File: src/hw/rtl/upd_pkg.sv
// Shared types, character codes and helper functions for the URL percent decoder.
package upd_pkg;

    localparam int QUEUE_DEPTH_DEF = 4;
    localparam int GROUP_BYTES     = 3;

    localparam logic [7:0] CHR_PLUS    = 8'h2B;
    localparam logic [7:0] CHR_PERCENT = 8'h25;
    localparam logic [7:0] CHR_SPACE   = 8'h20;
    localparam logic [7:0] CHR_ZERO    = 8'h30;
    localparam logic [7:0] CHR_NINE    = 8'h39;
    localparam logic [7:0] CHR_UP_A    = 8'h41;
    localparam logic [7:0] CHR_UP_F    = 8'h46;
    localparam logic [7:0] CHR_LO_A    = 8'h61;
    localparam logic [7:0] CHR_LO_F    = 8'h66;

    // One group of up to three output bytes caused by a single input item.
    typedef struct packed {
        logic [7:0] b0;
        logic [7:0] b1;
        logic [7:0] b2;
        logic [1:0] cnt;
        logic       last;
    } t_group;

    typedef struct packed {
        logic       ok;
        logic [3:0] val;
    } t_hex;

    // Value of a hex digit character; ok is low when the byte is not a digit.
    function automatic t_hex hex_value(input logic [7:0] c);
        t_hex h;
        logic [7:0] d;
        h.ok  = 1'b0;
        h.val = 4'd0;
        d     = 8'd0;
        if (c >= CHR_ZERO && c <= CHR_NINE) begin
            d     = c - CHR_ZERO;
            h.ok  = 1'b1;
            h.val = d[3:0];
        end else if (c >= CHR_UP_A && c <= CHR_UP_F) begin
            d     = c - CHR_UP_A + 8'd10;
            h.ok  = 1'b1;
            h.val = d[3:0];
        end else if (c >= CHR_LO_A && c <= CHR_LO_F) begin
            d     = c - CHR_LO_A + 8'd10;
            h.ok  = 1'b1;
            h.val = d[3:0];
        end
        return h;
    endfunction

endpackage

File: src/hw/rtl/upd_front.sv
// Front end: accepts raw bytes, tracks the escape state and forms output groups.
module upd_front (
    input  logic            i_clk,
    input  logic            i_rst_n,
    input  logic            i_cfg_wr_en,
    input  logic            i_cfg_wr_data,
    input  logic            i_valid,
    input  logic [7:0]      i_byte,
    input  logic            i_last,
    input  logic            i_q_full,
    output logic            o_ready,
    output logic            o_push,
    output upd_pkg::t_group o_group
);

    typedef enum logic [1:0] {
        PH_IDLE  = 2'd0,
        PH_PCT   = 2'd1,
        PH_DIGIT = 2'd2
    } t_phase;

    t_phase     r_phase, n_phase;
    logic [7:0] r_held, n_held;
    logic       r_plus;

    logic           accept;
    logic           p_open;
    logic [7:0]     p_byte;
    upd_pkg::t_hex  hv;
    upd_pkg::t_hex  hi;
    upd_pkg::t_group grp;

    assign o_ready = !i_q_full;
    assign accept  = i_valid && o_ready;

    always_comb begin
        hv     = upd_pkg::hex_value(i_byte);
        hi     = upd_pkg::hex_value(r_held);
        // A percent sign opens an escape unless it is the final byte.
        p_open = (i_byte == upd_pkg::CHR_PERCENT) && !i_last;
        p_byte = (i_byte == upd_pkg::CHR_PLUS && r_plus) ? upd_pkg::CHR_SPACE : i_byte;

        grp.b0   = p_byte;
        grp.b1   = p_byte;
        grp.b2   = p_byte;
        grp.cnt  = {1'b0, !p_open};
        grp.last = i_last;
        n_phase  = p_open ? PH_PCT : PH_IDLE;
        n_held   = r_held;

        case (r_phase)
            PH_PCT: begin
                if (hv.ok) begin
                    if (i_last) begin
                        grp.b0  = upd_pkg::CHR_PERCENT;
                        grp.b1  = i_byte;
                        grp.cnt = 2'd2;
                        n_phase = PH_IDLE;
                    end else begin
                        grp.cnt = 2'd0;
                        n_held  = i_byte;
                        n_phase = PH_DIGIT;
                    end
                end else begin
                    grp.b0  = upd_pkg::CHR_PERCENT;
                    grp.b1  = p_byte;
                    grp.cnt = p_open ? 2'd1 : 2'd2;
                end
            end
            PH_DIGIT: begin
                if (hv.ok) begin
                    grp.b0  = {(hi.ok ? hi.val : 4'd0), hv.val};
                    grp.cnt = 2'd1;
                    n_phase = PH_IDLE;
                end else begin
                    grp.b0  = upd_pkg::CHR_PERCENT;
                    grp.b1  = r_held;
                    grp.b2  = p_byte;
                    grp.cnt = p_open ? 2'd2 : 2'd3;
                end
            end
            default: begin
            end
        endcase
    end

    assign o_push  = accept && (grp.cnt != 2'd0);
    assign o_group = grp;

    always_ff @(posedge i_clk) begin
        if (!i_rst_n) begin
            r_phase <= PH_IDLE;
            r_held  <= 8'd0;
            r_plus  <= 1'b1;
        end else begin
            if (accept) begin
                r_phase <= n_phase;
                r_held  <= n_held;
            end
            if (i_cfg_wr_en) begin
                r_plus <= i_cfg_wr_data;
            end
        end
    end

endmodule

File: src/hw/rtl/upd_queue.sv
// Short register queue of output groups between front and back end.
module upd_queue #(
    parameter int DEPTH = upd_pkg::QUEUE_DEPTH_DEF
) (
    input  logic            i_clk,
    input  logic            i_rst_n,
    input  logic            i_push,
    input  upd_pkg::t_group i_group,
    input  logic            i_pop,
    output logic            o_full,
    output logic            o_empty,
    output upd_pkg::t_group o_head
);

    localparam int PW = (DEPTH > 1) ? $clog2(DEPTH) : 1;
    localparam int CW = $clog2(DEPTH + 1);
    localparam logic [PW-1:0] LAST_PTR = PW'(DEPTH - 1);

    upd_pkg::t_group r_mem [DEPTH];
    logic [PW-1:0] r_wr_ptr, r_rd_ptr;
    logic [CW-1:0] r_count;

    logic do_push, do_pop;

    assign o_full  = (r_count == CW'(DEPTH));
    assign o_empty = (r_count == '0);
    assign o_head  = r_mem[r_rd_ptr];
    assign do_push = i_push && !o_full;
    assign do_pop  = i_pop && !o_empty;

    always_ff @(posedge i_clk) begin
        if (do_push) begin
            r_mem[r_wr_ptr] <= i_group;
        end
    end

    always_ff @(posedge i_clk) begin
        if (!i_rst_n) begin
            r_wr_ptr <= '0;
            r_rd_ptr <= '0;
            r_count  <= '0;
        end else begin
            if (do_push) begin
                r_wr_ptr <= (r_wr_ptr == LAST_PTR) ? '0 : r_wr_ptr + PW'(1);
            end
            if (do_pop) begin
                r_rd_ptr <= (r_rd_ptr == LAST_PTR) ? '0 : r_rd_ptr + PW'(1);
            end
            if (do_push && !do_pop) begin
                r_count <= r_count + CW'(1);
            end else if (do_pop && !do_push) begin
                r_count <= r_count - CW'(1);
            end
        end
    end

endmodule

File: src/hw/rtl/upd_back.sv
// Back end: walks the bytes of the head group into the output register.
module upd_back (
    input  logic            i_clk,
    input  logic            i_rst_n,
    input  logic            i_q_empty,
    input  upd_pkg::t_group i_head,
    output logic            o_pop,
    input  logic            i_ready,
    output logic            o_valid,
    output logic [7:0]      o_byte,
    output logic            o_last
);

    logic [1:0] r_idx;
    logic       r_valid;
    logic [7:0] r_byte;
    logic       r_last;

    logic       load;
    logic       at_end;
    logic [7:0] sel_byte;

    assign load   = !i_q_empty && (!r_valid || i_ready);
    assign at_end = (r_idx + 2'd1 == i_head.cnt);
    assign o_pop  = load && at_end;

    always_comb begin
        case (r_idx)
            2'd0:    sel_byte = i_head.b0;
            2'd1:    sel_byte = i_head.b1;
            default: sel_byte = i_head.b2;
        endcase
    end

    always_ff @(posedge i_clk) begin
        if (load) begin
            r_byte <= sel_byte;
            r_last <= i_head.last && at_end;
        end
    end

    always_ff @(posedge i_clk) begin
        if (!i_rst_n) begin
            r_idx   <= 2'd0;
            r_valid <= 1'b0;
        end else begin
            if (load) begin
                r_valid <= 1'b1;
                r_idx   <= at_end ? 2'd0 : r_idx + 2'd1;
            end else if (i_ready) begin
                r_valid <= 1'b0;
            end
        end
    end

    assign o_valid = r_valid;
    assign o_byte  = r_byte;
    assign o_last  = r_last;

endmodule

File: src/hw/rtl/url_percent_decoder_core.sv
// Top level of the URL percent decoder: front end, group queue and back end.
//
//  Channel   Direction  Handshake                  Content
//  s_axis    in         tvalid / tready            tdata = raw byte, tlast = final byte
//  m_axis    out        tvalid / tready            tdata = decoded byte, tlast = final byte
//  cfg       in         wr_en (no wait)            wr_data = plus_to_space
//
// The front end takes one item per cycle whenever the queue has a free slot.
// Each item yields zero to three output bytes, stored as one group in the queue if any;
// the back end sends one byte per cycle while the output is ready, a group byte by byte.
// Output never outnumbers input over a string, so the queue of QUEUE_DEPTH groups keeps
// both sides at one item per cycle while the output is ready; the input stalls only when full.
// Reset is synchronous and active low and sets plus_to_space to 1 with no escape pending.
module url_percent_decoder_core #(
    parameter int QUEUE_DEPTH = upd_pkg::QUEUE_DEPTH_DEF
) (
    input  logic       i_clk,
    input  logic       i_rst_n,
    // Configuration: the single plus_to_space bit.
    input  logic       i_cfg_wr_en,
    input  logic       i_cfg_wr_data,
    // Input stream.
    input  logic       i_s_axis_tvalid,
    output logic       o_s_axis_tready,
    input  logic [7:0] i_s_axis_tdata,   // [7:0] in_byte
    input  logic       i_s_axis_tlast,
    // Output stream.
    output logic       o_m_axis_tvalid,
    input  logic       i_m_axis_tready,
    output logic [7:0] o_m_axis_tdata,   // [7:0] out_byte
    output logic       o_m_axis_tlast
);

    upd_pkg::t_group push_group;
    upd_pkg::t_group head_group;
    logic push, pop, q_full, q_empty;

    // The front end decides escape handling and packs each item's bytes.
    upd_front u_front (
        .i_clk         (i_clk),
        .i_rst_n       (i_rst_n),
        .i_cfg_wr_en   (i_cfg_wr_en),
        .i_cfg_wr_data (i_cfg_wr_data),
        .i_valid       (i_s_axis_tvalid),
        .i_byte        (i_s_axis_tdata),
        .i_last        (i_s_axis_tlast),
        .i_q_full      (q_full),
        .o_ready       (o_s_axis_tready),
        .o_push        (push),
        .o_group       (push_group)
    );

    // Items that only hold a byte push nothing, so the queue sees real output only.
    upd_queue #(
        .DEPTH (QUEUE_DEPTH)
    ) u_queue (
        .i_clk   (i_clk),
        .i_rst_n (i_rst_n),
        .i_push  (push),
        .i_group (push_group),
        .i_pop   (pop),
        .o_full  (q_full),
        .o_empty (q_empty),
        .o_head  (head_group)
    );

    // The back end serializes the head group through the output register.
    upd_back u_back (
        .i_clk     (i_clk),
        .i_rst_n   (i_rst_n),
        .i_q_empty (q_empty),
        .i_head    (head_group),
        .o_pop     (pop),
        .i_ready   (i_m_axis_tready),
        .o_valid   (o_m_axis_tvalid),
        .o_byte    (o_m_axis_tdata),
        .o_last    (o_m_axis_tlast)
    );

endmodule

File: config.mk
export PLATFORM = sky130hd
export DESIGN_NAME = url_percent_decoder_core
export DESIGN_NICKNAME = d
export VERILOG_FILES = /design/src/hw/rtl/upd_pkg.sv /design/src/hw/rtl/upd_front.sv /design/src/hw/rtl/upd_queue.sv /design/src/hw/rtl/upd_back.sv /design/src/hw/rtl/url_percent_decoder_core.sv
export SDC_FILE = /design/constraint.sdc
export NUM_CORES = 1
export LEC_CHECK = 0
export BUFFER_PORTS_ARGS = -buffer_cell sky130_fd_sc_hd__buf_2
export CAP_MARGIN = 20
export CORE_MARGIN = 2
export CORE_UTILIZATION = 54
export DETAILED_ROUTE_END_ITERATION = 8
export GPL_ROUTABILITY_DRIVEN = 0
export PLACE_DENSITY_LB_ADDON = 0.05
export SYNTH_ARGS = -nofsm -noshare
export SYNTH_HDL_FRONTEND = slang
export SYNTH_SLANG_ARGS = --single-unit
File: constraint.sdc
create_clock -name i_clk -period 4.3 [get_ports i_clk]
set_clock_uncertainty 0.15 [all_clocks]
set_input_delay 0.43 -clock i_clk [delete_from_list [all_inputs] [get_ports i_clk]]
set_output_delay 0.43 -clock i_clk [all_outputs]
set_load 0.05 [all_outputs]
==> flow_summary_export.csv <==
group,metric,value,unit
clocking,cts.path.max_buffers,2,
critical_path,crit_chain,"inv_1, ha_1, or2_2, nor2_1, a211o_1, a21oi_2, ha_1, inv_1, fa_1, xor2_1, or3_1, a21boi_0",
sta,fin_setup_tns,0,ps
grt,grt_pass1_wl,19880,um
drt,viasPerCell,5.963,
critical_path,slowest_stage,"ha_1",
clocking,cts.sinks,140,
synthesis,yosysMostFrequentCell,"edfxtp_1",
critical_path,cp-start-kind,"flop",
grt,grt_max_degree,33,
die,start_util,55.22,%
synthesis,ys_ff_latch,140,
critical_path,required,4500,ps
sta,rsz0062_at_grt,"false",
layout,num-nets-final,478,
power,p_int,2.924,mW
sta,relSlewSlack,47.91,%
grt,grt_pass1_vias,3545,
critical_path,cp.arrival,3520,ps
synthesis,yosysWarnings,0,
synthesis,synth_edf_count,117,
placed_design,port_buffers,25,
critical_path,worstSetupEndpointType,"flop",
sta,finalSetupViolCount,0,
critical_path,crit_path_max_fanout,12,
synthesis,synth_top_cell_area_share,55.96,%
drt,routedWlPerCell,20.19,um
synthesis,syn_avg_cell_area,15.06,um^2
clocking,numCtsBuffers,17,
synthesis,synth_area_leaders,"edfxtp_1 56%, mux4_2 9.0%, dfxtp_1 7.3%",
clocking,clk_pin_slew,60,ps
placed_design,dp_hpwl,8024,um
power,sw_frac_of_total,28.46,%
sta,post-route-period-util,77.27,%
layout,fill_cells,849,
clocking,cts_tree,"yes",
clocking,cts_root_buf,"clkbuf_16",
synthesis,synthDistinctLibCells,65,
drt,drc,0,
die,die_h,111.8,um
sta,period_needed,3323,ps
drt,drtIter0Drc,253,
power,p_sw,1.163,mW
sta,drv_slew,0,
grt,grt.overflow.total,0,
die,io_pins,26,
power,total_power,4.087,mW
grt,track_usage,21.41,%
clocking,insertion_delay,420,ps
layout,antenna_cells,0,
synthesis,synthFlopType,"edfxtp_1",
power,vdd_drop_max,411.0,uV
die,fp.dieW,111.8,um
synthesis,ys_seq_area_share,63.29,%
clocking,cts_hold_buf,0,
synthesis,syn_inst,417,
drt,routed_wl,12130,um
job,maxCapViolCount,0,
synthesis,synthArstFlopShare,0,%
critical_path,criticalPathCategory,"reg2reg",
hold_path,holdCritPathClass,"in2reg",
sta,finalHoldViolations,0,
die,dieArea,12510,um^2
power,power_frac_clock,34.8,%
power,seqPwrFrac,42.8,%
drt,ant_nets,0,
sta,tightestPinTransition,773.2,ps
power,power_density,574.6,nW/um^2
synthesis,syn_area,6279,um^2
synthesis,syn_nets,450,
power,power.leakage,2.454,nW
die,placementRows,39,
drt,drtPass1Iterations,5,
layout,final_util,62.55,%
layout,drive_above_1_share,24.24,%
critical_path,slowest_delay,470,ps
clocking,post_cts_resized,0,
layout,area_growth,13.27,%
sta,max_clock_freq,301.0,MHz
grt,grt_antenna_before_repair,0,
power,combPwrFrac,22.4,%
synthesis,synth_common_cells,"117 x edfxtp_1, 31 x nand2_1, 25 x mux4_2, 23 x dfxtp_1, 21 x inv_1",
synthesis,synth_top_area_cell,"edfxtp_1",
status,status,"complete, no violations",
drt,num_vias,3584,
die,core_area,11370,um^2
clocking,cts-htree-levels,4,
clocking,postCtsSetupRepairBufs,0,
[stage by stage]
step / worst slack (ps) / hold WS [ps] / std cells / area (um^2)
floorplan: 1239 / 283.3 / 417 / 6279
global placement: 908.1 / 309.2 / 568 / 6516
detailed placement: 795.3 / 337.9 / 568 / 6516
CTS: 961.8 / 64.97 / 600 / 7107
global route: 772.5 / 91.69 / 601 / 7112
finish: 977.3 / 75.58 / 601 / 7112
[power groups by stage]
stage          Sequential (mW)  Combinational [mW]  Clock, mW
6_report                  1.75               0.916       1.42
5_1_grt                   1.77               0.993       1.50
4_1_cts                   1.75               0.931       1.44
3_5_place_dp              1.78               0.928          0
3_3_place_gp              1.77               0.915          0
2_1_floorplan             1.93               0.545          0
[registers in the layout, indices dropped and copies added, names as in the netlist, named ones only]
| register | cells |
|---|---|
| u_front.r_held | 8 |
| u_back.o_valid | 1 |
| u_front.r_phase | 2 |
| u_back.o_last | 1 |
| u_front.r_plus | 1 |
| u_back.r_idx | 2 |
| u_queue.r_mem | 108 |
| u_back.o_byte | 8 |
| u_queue.r_rd_ptr | 2 |
| u_queue.r_count | 3 |
| u_queue.r_wr_ptr | 2 |
[cells by family after synthesis]
logic type,count (synthesis),share of synthesized area [%]
buffers and inverters,45,3.169
adder cells (fa/ha/maj),18,3.707
flip-flops,140,63.29
multiplexers,37,10.88
AND/OR/NAND/NOR,94,8.609
AO/OA/AOI/OAI,76,9.366
XOR/XNOR,7,0.9765
[cell type report]
cell class,count,area (um^2),share of cell area [%]
clock buffer,23,510.5,7.178
clock inverter,9,80.08,1.126
inverter,21,78.83,1.108
multi-input combinational,232,2106,29.61
sequential,140,3975,55.89
tap,143,178.9,2.516
timing repair buffer,33,182.7,2.569
[critical path, delay by kind of cell, from the launching register on]
| kind | cells | cell delay, ps |
|---|---|---|
| buf+inv | 2 | 120 |
| fa+ha+maj | 3 | 1140 |
| xor+xnor | 1 | 180 |
| simple gates | 3 | 650 |
| compound gates | 3 | 660 |
| flops | 1 | 350 |
[final timing paths]
path / to / depth (start not counted) / startpoint / slack, ps
setup / recovery: u_queue.r_count[2] / 12 / u_front.r_phase[0] / 980
hold / removal: u_front.r_plus / 3 / i_cfg_wr_data / 80
setup reg to reg: u_queue.r_count[2] / 12 / u_front.r_phase[0] / 980
hold reg to reg: u_back.o_valid / 2 / u_back.o_valid / 350
[layout by cell type (no fill, tap or decap), types with 5 or more instances in the layout]
cell type	netlist	final
nand3_1	8	8
dfxtp_1	23	22
nand2_1	31	31
a221o_1	8	8
buf_4	1	7
a22o_1	8	8
nor2b_1	10	10
clkbuf_16	0	19
buf_2	3	25
mux4_2	25	25
o21ai_2	7	7
inv_1	21	21
o21ai_0	9	9
nor2_1	8	8
edfxtp_1	117	117
and2_1	7	7
mux2i_1	12	12
nor3_1	5	5
ha_1	17	17
a21oi_1	9	9
xnor2_1	5	5
[layer usage]
metal	track usage (%)	part of all wire (%)	vias to the layer above
li1	-	-	1679
met4	7.572	1.8	0
met1	30.25	46	1783
met5	0	0	-
met3	5.008	5.7	19
met2	33.01	47	103
Note: power is estimated with default switching activity, not from simulation.
